`config.mk`:
```
export PLATFORM = sky130hd
export DESIGN_NAME = double_ended_queue_unit_flat
export DESIGN_NICKNAME = d
export VERILOG_FILES = /design/src/rtl/deq_pkg.sv /design/src/rtl/deq_if.sv /design/src/rtl/deq_ram.sv /design/src/rtl/double_ended_queue_unit.sv /design/src/flat_wrapper.sv
export VERILOG_INCLUDE_DIRS = /design/src /design/src/rtl
export SDC_FILE = /design/constraint.sdc
export NUM_CORES = 2
export LEC_CHECK = 0
export BUFFER_PORTS_ARGS = -buffer_cell sky130_fd_sc_hd__buf_2
export CAP_MARGIN = 25
export CORE_AREA = 3 3 415 417
export CTS_BUF_LIST = sky130_fd_sc_hd__clkbuf_4 sky130_fd_sc_hd__clkbuf_8
export DETAILED_ROUTE_END_ITERATION = 10
export DIE_AREA = 0 0 418 420
export SYNTH_ARGS = -nofsm -noshare
export SYNTH_HDL_FRONTEND = slang
export SYNTH_HIERARCHICAL = 1
export SYNTH_SLANG_ARGS = --single-unit
```
`constraint.sdc`:
```
create_clock -name clk -period 13.6 [get_ports clk]
set_input_delay 2.72 -clock clk [delete_from_list [all_inputs] [get_ports clk]]
set_output_delay 2.72 -clock clk [all_outputs]
set_load 0.005 [all_outputs]
```
`src/rtl/double_ended_queue_unit_assert.svh`:
```
// ---------------------------------------------------------------------------
// Deque assertion macros
// Concurrent assertion shorthands, clocked on the rising edge and held off
// while reset is asserted.
// ---------------------------------------------------------------------------
`ifndef DOUBLE_ENDED_QUEUE_UNIT_ASSERT_SVH
`define DOUBLE_ENDED_QUEUE_UNIT_ASSERT_SVH

// Check a condition at every edge out of reset.
`define DEQ_ASSERT_ALWAYS(lbl, clk_, rst_n_, cond, msg) \
  lbl: assert property (@(posedge clk_) disable iff (!rst_n_) (cond)) else $error(msg);

// Check a consequence in the same cycle as its trigger.
`define DEQ_ASSERT_IMPLY(lbl, clk_, rst_n_, ante, cons, msg) \
  lbl: assert property (@(posedge clk_) disable iff (!rst_n_) (ante) |-> (cons)) \
    else $error(msg);

// Check a consequence in the cycle after its trigger.
`define DEQ_ASSERT_NEXT(lbl, clk_, rst_n_, ante, cons, msg) \
  lbl: assert property (@(posedge clk_) disable iff (!rst_n_) (ante) |=> (cons)) \
    else $error(msg);

`endif

```
`src/rtl/deq_pkg.sv`:
```
// ---------------------------------------------------------------------------
// Deque package
// Field widths, parameter defaults and request/status codes of the deque.
// ---------------------------------------------------------------------------
`default_nettype none

package deq_pkg;

  localparam int unsigned DepthDefault      = 16;
  localparam int unsigned ValueWidthDefault = 64;

  localparam int unsigned ReqW    = 3;
  localparam int unsigned ValueW  = 64;
  localparam int unsigned StatusW = 2;
  localparam int unsigned CountW  = 5;

  typedef enum logic [ReqW-1:0] {
    REQ_PUSH_FRONT = 3'd0,
    REQ_PUSH_BACK  = 3'd1,
    REQ_POP_FRONT  = 3'd2,
    REQ_POP_BACK   = 3'd3,
    REQ_REVERSE    = 3'd4,
    REQ_CLEAR      = 3'd5
  } req_type_t;

  typedef enum logic [StatusW-1:0] {
    ST_DONE  = 2'd0,
    ST_FULL  = 2'd1,
    ST_EMPTY = 2'd2
  } status_t;

endpackage

`default_nettype wire

```
`src/rtl/deq_if.sv`:
```
// ---------------------------------------------------------------------------
// Deque channel interfaces
// Valid/ready request and response channels of the deque.
// ---------------------------------------------------------------------------
`default_nettype none

interface deq_req_if import deq_pkg::*; ();
  logic              valid;
  logic              ready;
  logic [ReqW-1:0]   req_type;
  logic [ValueW-1:0] value;

  modport source (output valid, output req_type, output value, input ready);
  modport sink   (input valid, input req_type, input value, output ready);
endinterface

interface deq_rsp_if import deq_pkg::*; ();
  logic               valid;
  logic               ready;
  logic [StatusW-1:0] status;
  logic [CountW-1:0]  entry_count;
  logic               is_empty;
  logic [ValueW-1:0]  front_value;
  logic [ValueW-1:0]  back_value;

  modport source (output valid, output status, output entry_count, output is_empty,
                  output front_value, output back_value, input ready);
  modport sink   (input valid, input status, input entry_count, input is_empty,
                  input front_value, input back_value, output ready);
endinterface

`default_nettype wire

```
`src/rtl/deq_ram.sv`:
```
// ---------------------------------------------------------------------------
// Deque storage RAM
// Generic RAM with one write port and two registered read ports.
// ---------------------------------------------------------------------------
`default_nettype none

module deq_ram #(
  parameter int unsigned WIDTH = 64,
  parameter int unsigned DEPTH = 16
) (
  input  logic                     clk,
  input  logic                     wr_en,
  input  logic [$clog2(DEPTH)-1:0] wr_addr,
  input  logic [WIDTH-1:0]         wr_data,
  input  logic [$clog2(DEPTH)-1:0] rd_addr_a,
  output logic [WIDTH-1:0]         rd_data_a,
  input  logic [$clog2(DEPTH)-1:0] rd_addr_b,
  output logic [WIDTH-1:0]         rd_data_b
);

  logic [WIDTH-1:0] mem [DEPTH];

  always_ff @(posedge clk) begin
    if (wr_en) begin
      mem[wr_addr] <= wr_data;
    end
  end

  // Read-during-write to the same address returns the old contents.
  always_ff @(posedge clk) begin
    rd_data_a <= mem[rd_addr_a];
    rd_data_b <= mem[rd_addr_b];
  end

endmodule

`default_nettype wire

```
`src/rtl/double_ended_queue_unit.sv`:
```
// ---------------------------------------------------------------------------
// Double-ended queue unit
// Bounded deque held as a ring in RAM with head pointer, count and reverse
// flag; one request in, one response out.
// ---------------------------------------------------------------------------
// Usage:
//   in_req  : request beat (req_type, value). Push front/back, pop
//             front/back, reverse, clear. Other codes only report state.
//   out_rsp : response beat (status, entry_count, is_empty, front_value,
//             back_value), one per request, in request order.
//   Path    : an accepted request passes the input register, then the
//             response register, which drives the response beat.
//   Rate    : one request per cycle unless out_rsp.ready stalls. Pointer update,
//             the single RAM write and the end-value update happen together;
//             the front and back values live in registers and the RAM's two
//             read ports prefetch the entries next to each end for the next pop.
//   Reset   : empty queue, head at slot 0, not reversed, no beat pending.
//             RAM contents are not cleared; only held slots are ever read.
//   Stall   : while out_rsp.ready is low the response holds, the input
//             register holds its request, and in_req.ready drops once the
//             input register is full.
// ---------------------------------------------------------------------------
`default_nettype none

module double_ended_queue_unit import deq_pkg::*; #(
  parameter int unsigned DEPTH       = DepthDefault,
  parameter int unsigned VALUE_WIDTH = ValueWidthDefault
) (
  input  logic        clk,
  input  logic        rst_n,
  deq_req_if.sink     in_req,
  deq_rsp_if.source   out_rsp
);

  localparam int unsigned AW = $clog2(DEPTH);
  localparam int unsigned CW = $clog2(DEPTH + 1);

  localparam logic [AW-1:0] LastSlot = AW'(DEPTH - 1);
  localparam logic [CW-1:0] DepthC   = CW'(DEPTH);

  // Ring arithmetic on slot indexes, wrapping at DEPTH.
  function automatic logic [AW-1:0] slot_inc(input logic [AW-1:0] s);
    slot_inc = (s == LastSlot) ? '0 : s + 1'b1;
  endfunction

  function automatic logic [AW-1:0] slot_dec(input logic [AW-1:0] s);
    slot_dec = (s == '0) ? LastSlot : s - 1'b1;
  endfunction

  // off never exceeds DEPTH-1, so one conditional subtract wraps the sum.
  function automatic logic [AW-1:0] slot_add(input logic [AW-1:0] base,
                                             input logic [CW-1:0] off);
    logic [CW:0] sum;
    sum = (CW+1)'(base) + (CW+1)'(off);
    if (sum >= (CW+1)'(DEPTH)) begin
      sum = sum - (CW+1)'(DEPTH);
    end
    slot_add = AW'(sum);
  endfunction

  // ---- input register ----
  logic                   s1_valid_r;
  logic [ReqW-1:0]        s1_req_r;
  logic [VALUE_WIDTH-1:0] s1_value_r;
  req_type_t              s1_req_c;
  logic                   s1_adv;

  // ---- queue state ----
  logic [AW-1:0]          head_r, head_nxt;
  logic [CW-1:0]          count_r, count_nxt;
  logic                   rev_r, rev_nxt;
  logic [VALUE_WIDTH-1:0] front_r, front_nxt;   // physical head-slot value
  logic [VALUE_WIDTH-1:0] back_r, back_nxt;     // physical tail-slot value
  logic                   full, empty;
  status_t                status_nxt;

  // ---- RAM ports and read bypass ----
  logic                   wr_en;
  logic [AW-1:0]          wr_addr;
  logic [VALUE_WIDTH-1:0] wr_data;
  logic [AW-1:0]          rd_addr_a, rd_addr_b;
  logic [VALUE_WIDTH-1:0] ram_q_a, ram_q_b;
  logic                   byp_a_r, byp_b_r;
  logic [VALUE_WIDTH-1:0] byp_data_r;
  logic [VALUE_WIDTH-1:0] rd_a, rd_b;           // slots next to head / tail

  // ---- response register ----
  logic                   out_valid_r;
  status_t                out_status_r;
  logic [CW-1:0]          res_count_r;
  logic                   out_is_empty_r;
  logic [VALUE_WIDTH-1:0] res_front_r, res_back_r;
  logic [VALUE_WIDTH-1:0] res_front_nxt, res_back_nxt;

  // Advance the input register when the response register is free or drains.
  assign s1_adv       = s1_valid_r && (!out_valid_r || out_rsp.ready);
  assign in_req.ready = !s1_valid_r || s1_adv;
  assign s1_req_c     = req_type_t'(s1_req_r);

  always_ff @(posedge clk) begin
    if (!rst_n) begin
      s1_valid_r <= 1'b0;
    end else if (in_req.ready) begin
      s1_valid_r <= in_req.valid;
    end
  end

  always_ff @(posedge clk) begin
    if (in_req.valid && in_req.ready) begin
      s1_req_r   <= in_req.req_type;
      s1_value_r <= in_req.value[VALUE_WIDTH-1:0];   // drop bits above the width
    end
  end

  assign full  = (count_r == DepthC);
  assign empty = (count_r == '0);

  // Prefetched neighbors; take the write data when the read hit the slot
  // written at the same edge.
  assign rd_a = byp_a_r ? byp_data_r : ram_q_a;
  assign rd_b = byp_b_r ? byp_data_r : ram_q_b;

  // Next queue state for the request in the input register.
  always_comb begin
    head_nxt   = head_r;
    count_nxt  = count_r;
    rev_nxt    = rev_r;
    front_nxt  = front_r;
    back_nxt   = back_r;
    status_nxt = ST_DONE;
    wr_en      = 1'b0;
    wr_addr    = head_r;
    wr_data    = s1_value_r;
    if (s1_adv) begin
      case (s1_req_c)
        REQ_PUSH_FRONT, REQ_PUSH_BACK: begin
          if (full) begin
            status_nxt = ST_FULL;
          end else begin
            wr_en     = 1'b1;
            count_nxt = count_r + 1'b1;
            if ((s1_req_c == REQ_PUSH_FRONT) == !rev_r) begin
              // new value becomes the physical head slot
              head_nxt  = slot_dec(head_r);
              wr_addr   = slot_dec(head_r);
              front_nxt = s1_value_r;
              if (empty) begin
                back_nxt = s1_value_r;
              end
            end else begin
              wr_addr  = slot_add(head_r, count_r);
              back_nxt = s1_value_r;
              if (empty) begin
                front_nxt = s1_value_r;
              end
            end
          end
        end
        REQ_POP_FRONT, REQ_POP_BACK: begin
          if (empty) begin
            status_nxt = ST_EMPTY;
          end else begin
            count_nxt = count_r - 1'b1;
            if ((s1_req_c == REQ_POP_FRONT) == !rev_r) begin
              head_nxt  = slot_inc(head_r);
              front_nxt = rd_a;
            end else begin
              back_nxt = rd_b;
            end
          end
        end
        REQ_REVERSE: begin
          if (empty) begin
            status_nxt = ST_EMPTY;
          end else begin
            rev_nxt = !rev_r;
          end
        end
        REQ_CLEAR: begin
          head_nxt  = '0;
          count_nxt = '0;
          rev_nxt   = 1'b0;
        end
        default: begin
          // unknown code: report state, change nothing
        end
      endcase
    end
  end

  // Prefetch the slots next to both ends of the next state.
  always_comb begin
    rd_addr_a = slot_inc(head_nxt);
    rd_addr_b = head_nxt;
    if (count_nxt >= CW'(2)) begin
      rd_addr_b = slot_add(head_nxt, count_nxt - CW'(2));
    end
  end

  always_ff @(posedge clk) begin
    if (!rst_n) begin
      head_r  <= '0;
      count_r <= '0;
      rev_r   <= 1'b0;
      byp_a_r <= 1'b0;
      byp_b_r <= 1'b0;
    end else begin
      head_r  <= head_nxt;
      count_r <= count_nxt;
      rev_r   <= rev_nxt;
      byp_a_r <= wr_en && (wr_addr == rd_addr_a);
      byp_b_r <= wr_en && (wr_addr == rd_addr_b);
    end
  end

  always_ff @(posedge clk) begin
    front_r    <= front_nxt;
    back_r     <= back_nxt;
    byp_data_r <= wr_data;
  end

  deq_ram #(
    .WIDTH (VALUE_WIDTH),
    .DEPTH (DEPTH)
  ) u_ram (
    .clk       (clk),
    .wr_en     (wr_en),
    .wr_addr   (wr_addr),
    .wr_data   (wr_data),
    .rd_addr_a (rd_addr_a),
    .rd_data_a (ram_q_a),
    .rd_addr_b (rd_addr_b),
    .rd_data_b (ram_q_b)
  );

  // Map physical ends to logical front/back; zero when empty.
  always_comb begin
    res_front_nxt = '0;
    res_back_nxt  = '0;
    if (count_nxt != '0) begin
      res_front_nxt = rev_nxt ? back_nxt : front_nxt;
      res_back_nxt  = rev_nxt ? front_nxt : back_nxt;
    end
  end

  always_ff @(posedge clk) begin
    if (!rst_n) begin
      out_valid_r <= 1'b0;
    end else if (s1_adv) begin
      out_valid_r <= 1'b1;
    end else if (out_rsp.ready) begin
      out_valid_r <= 1'b0;
    end
  end

  always_ff @(posedge clk) begin
    if (s1_adv) begin
      out_status_r   <= status_nxt;
      res_count_r    <= count_nxt;
      out_is_empty_r <= (count_nxt == '0);
      res_front_r    <= res_front_nxt;
      res_back_r     <= res_back_nxt;
    end
  end

  assign out_rsp.valid       = out_valid_r;
  assign out_rsp.status      = out_status_r;
  assign out_rsp.entry_count = CountW'(res_count_r);
  assign out_rsp.is_empty    = out_is_empty_r;
  assign out_rsp.front_value = ValueW'(res_front_r);
  assign out_rsp.back_value  = ValueW'(res_back_r);

  // ---- assertions ----
`include "double_ended_queue_unit_assert.svh"

  `DEQ_ASSERT_ALWAYS(a_count_bound, clk, rst_n, count_r <= DepthC, "deque count above depth")
  `DEQ_ASSERT_NEXT(a_reject_keeps, clk, rst_n, s1_adv && (status_nxt != ST_DONE), (count_r == $past(count_r)) && (head_r == $past(head_r)) && (rev_r == $past(rev_r)), "rejected request changed queue state")
  `DEQ_ASSERT_IMPLY(a_reverse_empty_rejects, clk, rst_n, s1_adv && (s1_req_c == REQ_REVERSE) && empty, status_nxt == ST_EMPTY, "reverse on an empty queue not rejected")

endmodule

`default_nettype wire

```
`src/flat_wrapper.sv`:
```
// flat-port wrapper written by rule: the top's interface ports become plain ports
module double_ended_queue_unit_flat import deq_pkg::*;
#(
  parameter int unsigned DEPTH       = DepthDefault,
  parameter int unsigned VALUE_WIDTH = ValueWidthDefault
)
  (clk, rst_n, in_req_valid, in_req_req_type, in_req_value, in_req_ready, out_rsp_valid, out_rsp_status, out_rsp_entry_count, out_rsp_is_empty, out_rsp_front_value, out_rsp_back_value, out_rsp_ready);
  deq_req_if in_req_i ();
  deq_rsp_if out_rsp_i ();
  input  logic clk;
  input  logic rst_n;
  input wire logic [$bits(in_req_i.valid)-1:0] in_req_valid;
  input wire logic [$bits(in_req_i.req_type)-1:0] in_req_req_type;
  input wire logic [$bits(in_req_i.value)-1:0] in_req_value;
  output wire logic [$bits(in_req_i.ready)-1:0] in_req_ready;
  output wire logic [$bits(out_rsp_i.valid)-1:0] out_rsp_valid;
  output wire logic [$bits(out_rsp_i.status)-1:0] out_rsp_status;
  output wire logic [$bits(out_rsp_i.entry_count)-1:0] out_rsp_entry_count;
  output wire logic [$bits(out_rsp_i.is_empty)-1:0] out_rsp_is_empty;
  output wire logic [$bits(out_rsp_i.front_value)-1:0] out_rsp_front_value;
  output wire logic [$bits(out_rsp_i.back_value)-1:0] out_rsp_back_value;
  input wire logic [$bits(out_rsp_i.ready)-1:0] out_rsp_ready;
  assign in_req_i.valid = in_req_valid;
  assign in_req_i.req_type = in_req_req_type;
  assign in_req_i.value = in_req_value;
  assign in_req_ready = in_req_i.ready;
  assign out_rsp_valid = out_rsp_i.valid;
  assign out_rsp_status = out_rsp_i.status;
  assign out_rsp_entry_count = out_rsp_i.entry_count;
  assign out_rsp_is_empty = out_rsp_i.is_empty;
  assign out_rsp_front_value = out_rsp_i.front_value;
  assign out_rsp_back_value = out_rsp_i.back_value;
  assign out_rsp_i.ready = out_rsp_ready;
  double_ended_queue_unit #(.DEPTH(DEPTH), .VALUE_WIDTH(VALUE_WIDTH)) u_core (.clk(clk), .rst_n(rst_n), .in_req(in_req_i), .out_rsp(out_rsp_i));
endmodule
```
==> metrics list <==
* Result of the run: finished, final reports clean
- Setup violations remaining at the end of the flow were counted as 0.
* Critical path data required time: ~15000 ps
- TritonCTS built the clock tree.
- The count of final hold-check violations came to 0.
- Lkg Pwr: 0.0251 uW
- Last element of the critical path: u_core/u_ram/rd_data_b[56]
- Initial core utilization: 39.8%
- Cells with a size suffix above 1 make up 28.4% of the layout.
- Fin nets: roughly 4500
- Resized Gates After CTS: 0
* Buffer depth of the longest clock path: 4
- # IOs: around 210
- Leading post-synthesis cells by cell area: edfxtp_1, mux4_2, dfxtp_1
- The area growth from synthesis to layout is 13.4%.
* Post-route DRC violation count: 0
- Clk Tree Root Cell: clkbuf_8
- Cell area after synthesis: 0.0673 mm2
* FF-to-FF End: u_core/u_ram/rd_data_b[56]
- The finished cells cover between 0.07 and 0.08 mm2.
- Summed over all layers, the routed wires come to a little over 200 mm.
* Class of the tightest hold or removal check: flop to flop
- The worst path uses roughly 54% of the clock period.
- CP max FO: 41
* RSZ-0062 raised after global routing: false
- Timing would allow up to 0.135 GHz.
* Clock tree sinks: 1561
- From left edge to right edge, the die measures 418 um.
- Power density over the cells: about 140 mW/mm2
* Via count of the first global-routing pass: 42500
- The biggest area contributor in the post-synthesis netlist is edfxtp_1.
- Ranked by instance count, the synthesized netlist is headed by edfxtp_1, mux4_2, nor2_1.
* Max Cap Viol: 0
- On the final layout, the worst clock skew is 61.9 ps.
* Number of vias after detailed routing: 42000
* Final ANT Viol Nets: 0
- Entering global routing, the biggest net connects between 100 and 150 pins.
- Post-CTS Setup Repair Bufs: 0
* Clk Latency, worst-skew pair: 990 ps
* Drt wl/cell: 29.9 um
* Cell row count: 151
* All-Layer GR Usage: 23.2%
- CTS built an H-tree with a depth of 5.
- After clock tree synthesis, the clock-pin slew on the worst setup and hold paths is 60 ps.
- Synthesis produced roughly 4200 cells.
* Worst reg2reg path startpoint: u_core/s1_req_c[1]
- Worst path arrival time: 8300 ps
* Layout fillers: 14600
* R2R setup slack: 6370 ps
- The wire-length estimate of the detail-placed layout is 108 mm.
- VDD IR-drop max: 0.000107 V
- The pre-antenna-repair detailed-routing pass consisted of 6 iterations.
* Hold buffer count at CTS: 0
* Portion of synthesized cell area occupied by the leading cell type: 54.7%
- Ratio of routed vias to standard cells: ~6.1
- Tightest Pin Transition: 1130 ps
* Antenna violations before repair: 8
* Asr flop ratio synth: 0%
- Each instance of the synthesized netlist takes up on average 16.0 um2.
- The critical path is of the primary input to flop type.
* Syn Nets: about 4300
- The worst setup path is captured at a flop.
- Residual overflow from global routing: 0
- Source of the critical timing path: out_rsp_ready
- Count of flip-flops with a built-in enable after synthesis: 1227
- In this run, distinct cell masters in the synthesized netlist total a little over 70.
* Core area: 0.169 mm2
- At the end of routability-driven placement, the weighted congestion stood at between 0.8 and 0.9.
- After layout, the minimum clock period comes to 7400 ps.
- Most used flip-flop cell after synthesis: edfxtp_1
- Yosys instantiated no cell more often than edfxtp_1.
- Post-route setup TNS: 0 ps
- Headroom to the max-slew limit came out at 24.5%.
- Area after detailed placement: 0.0707 mm2
- Die Footprint: 0.176 mm2
- Wire length of the first global-routing pass: 295 mm
* Kind of start point of the critical path: primary input
- The final count of pins violating max slew came to 0.
- Buffers placed on the I/O ports in this run total approximately 210.
- For this block, the initial DRC count from the detailed router was 4650.
- TritonCTS created 276 clock buffers.
* Depth of the worst register-to-register path: 17
- Sequential cells were found to cover 64.6% of the synthesized design area.
- Height of the die: 420 um
* Number of synthesis warnings: 6
- Number of flip-flops and latches in the synthesized netlist: 1561
-- worst min-delay path by stage --
stage	cells past startpoint	end	slack [ps]	startpoint
after floorplan	2	u_core/back_r[49]	470	u_core/back_r[49]
after global placement	2	u_core/back_r[56]	510	u_core/back_r[56]
after detailed placement	2	u_core/back_r[53]	510	u_core/back_r[53]
after CTS	2	u_core/back_r[53]	520	u_core/back_r[53]
after global routing	2	u_core/back_r[56]	560	u_core/back_r[56]
final	2	u_core/back_r[53]	510	u_core/back_r[53]
-- metal layers --
metal  part of all wire (%)  global-route usage (%)
met5                  0.014                       0
met3                    8.8                    4.94
met2                     49                    38.5
met1                     38                    29.9
met4                    3.9                    9.11
-- cell families after synthesis --
logic type               count (synthesis)  share of synthesized area (%)
AO/OA/AOI/OAI                          872                           8.77
XOR/XNOR                                17                          0.232
adder cells (fa/ha/maj)                 12                          0.234
buffers and inverters                  409                           2.76
flip-flops                            1561                           64.6
multiplexers                           648                           19.2
AND/OR/NAND/NOR                        684                           4.20
-- cells in the final DEF (no fill, tap or decap), types with 134 or more instances in the layout --
cell / netlist / layout
mux4_2: 512 / 512
buf_2: 48 / 208
dfxtp_1: 334 / 332
edfxtp_1: 1227 / 1227
mux2i_1: 134 / 134
nand2_1: 258 / 256
nor2_1: 335 / 319
a21oi_1: 157 / 156
a22oi_1: 296 / 296
clkbuf_8: 0 / 312
-- state kept, by name, summed over array words and instances, names as in the netlist, 2 cells and up --
name	flops
u_core/front_r	64
u_core/out_rsp.back_value	64
u_core/out_rsp.front_value	64
u_core/back_r	64
u_core/head_r	4
u_core/s1_value_r	64
u_core/u_ram/rd_data_a	64
u_core/byp_data_r	64
u_core/out_rsp.status	2
u_core/u_ram/rd_data_b	64
u_core/out_rsp.entry_count	5
u_core/count_r	5
u_core/s1_req_c	3
u_core/u_ram/mem	1024
-- power breakdown --
part	leakage, uW	internal [uW]	switching, uW
Combinational	0.00815	284	465
Clock	0.00293	2510	1890
Sequential	0.0140	5330	152
-- cell type report --
cell class	count	area, um2	area share, %
flip-flops and latches	1561	43500	57.0
multi-input cells	2233	22300	29.2
clock buffers	403	4980	6.52
well taps	2218	2780	3.63
repair buffers	302	1950	2.56
clock inverters	73	562	0.735
inverters	78	302	0.395
diodes	2	5.00	0.00655
-- critical path, cell delays in order --
cell	delay, ps
buf_2	90
nand2b_1	190
o211a_1	440
mux2i_1	420
nand2_2	190
xnor2_1	180
ha_1	350
a41oi_1	210
o31a_1	310
nand3_1	110
o21ai_0	110
a21oi_1	100
xnor2_1	540
nor2b_4	1020
buf_4	930
a22oi_1	220
nand2_1	100
-- through the flow --
step                worst slack, ps  cells  power, uW  hold slack (ps)  util [%]
global route                   5980   6869      11100              555      45.2
detailed placement             5330   6388       6320              509      41.8
global placement               5500   6384       6300              506      41.8
finish                         6200   6870      10600              514      45.2
floorplan                      2630   4203       6030              468         -
CTS                            6410   6864      10700              518      45.1
Note: power is estimated with default switching activity, not from simulation.
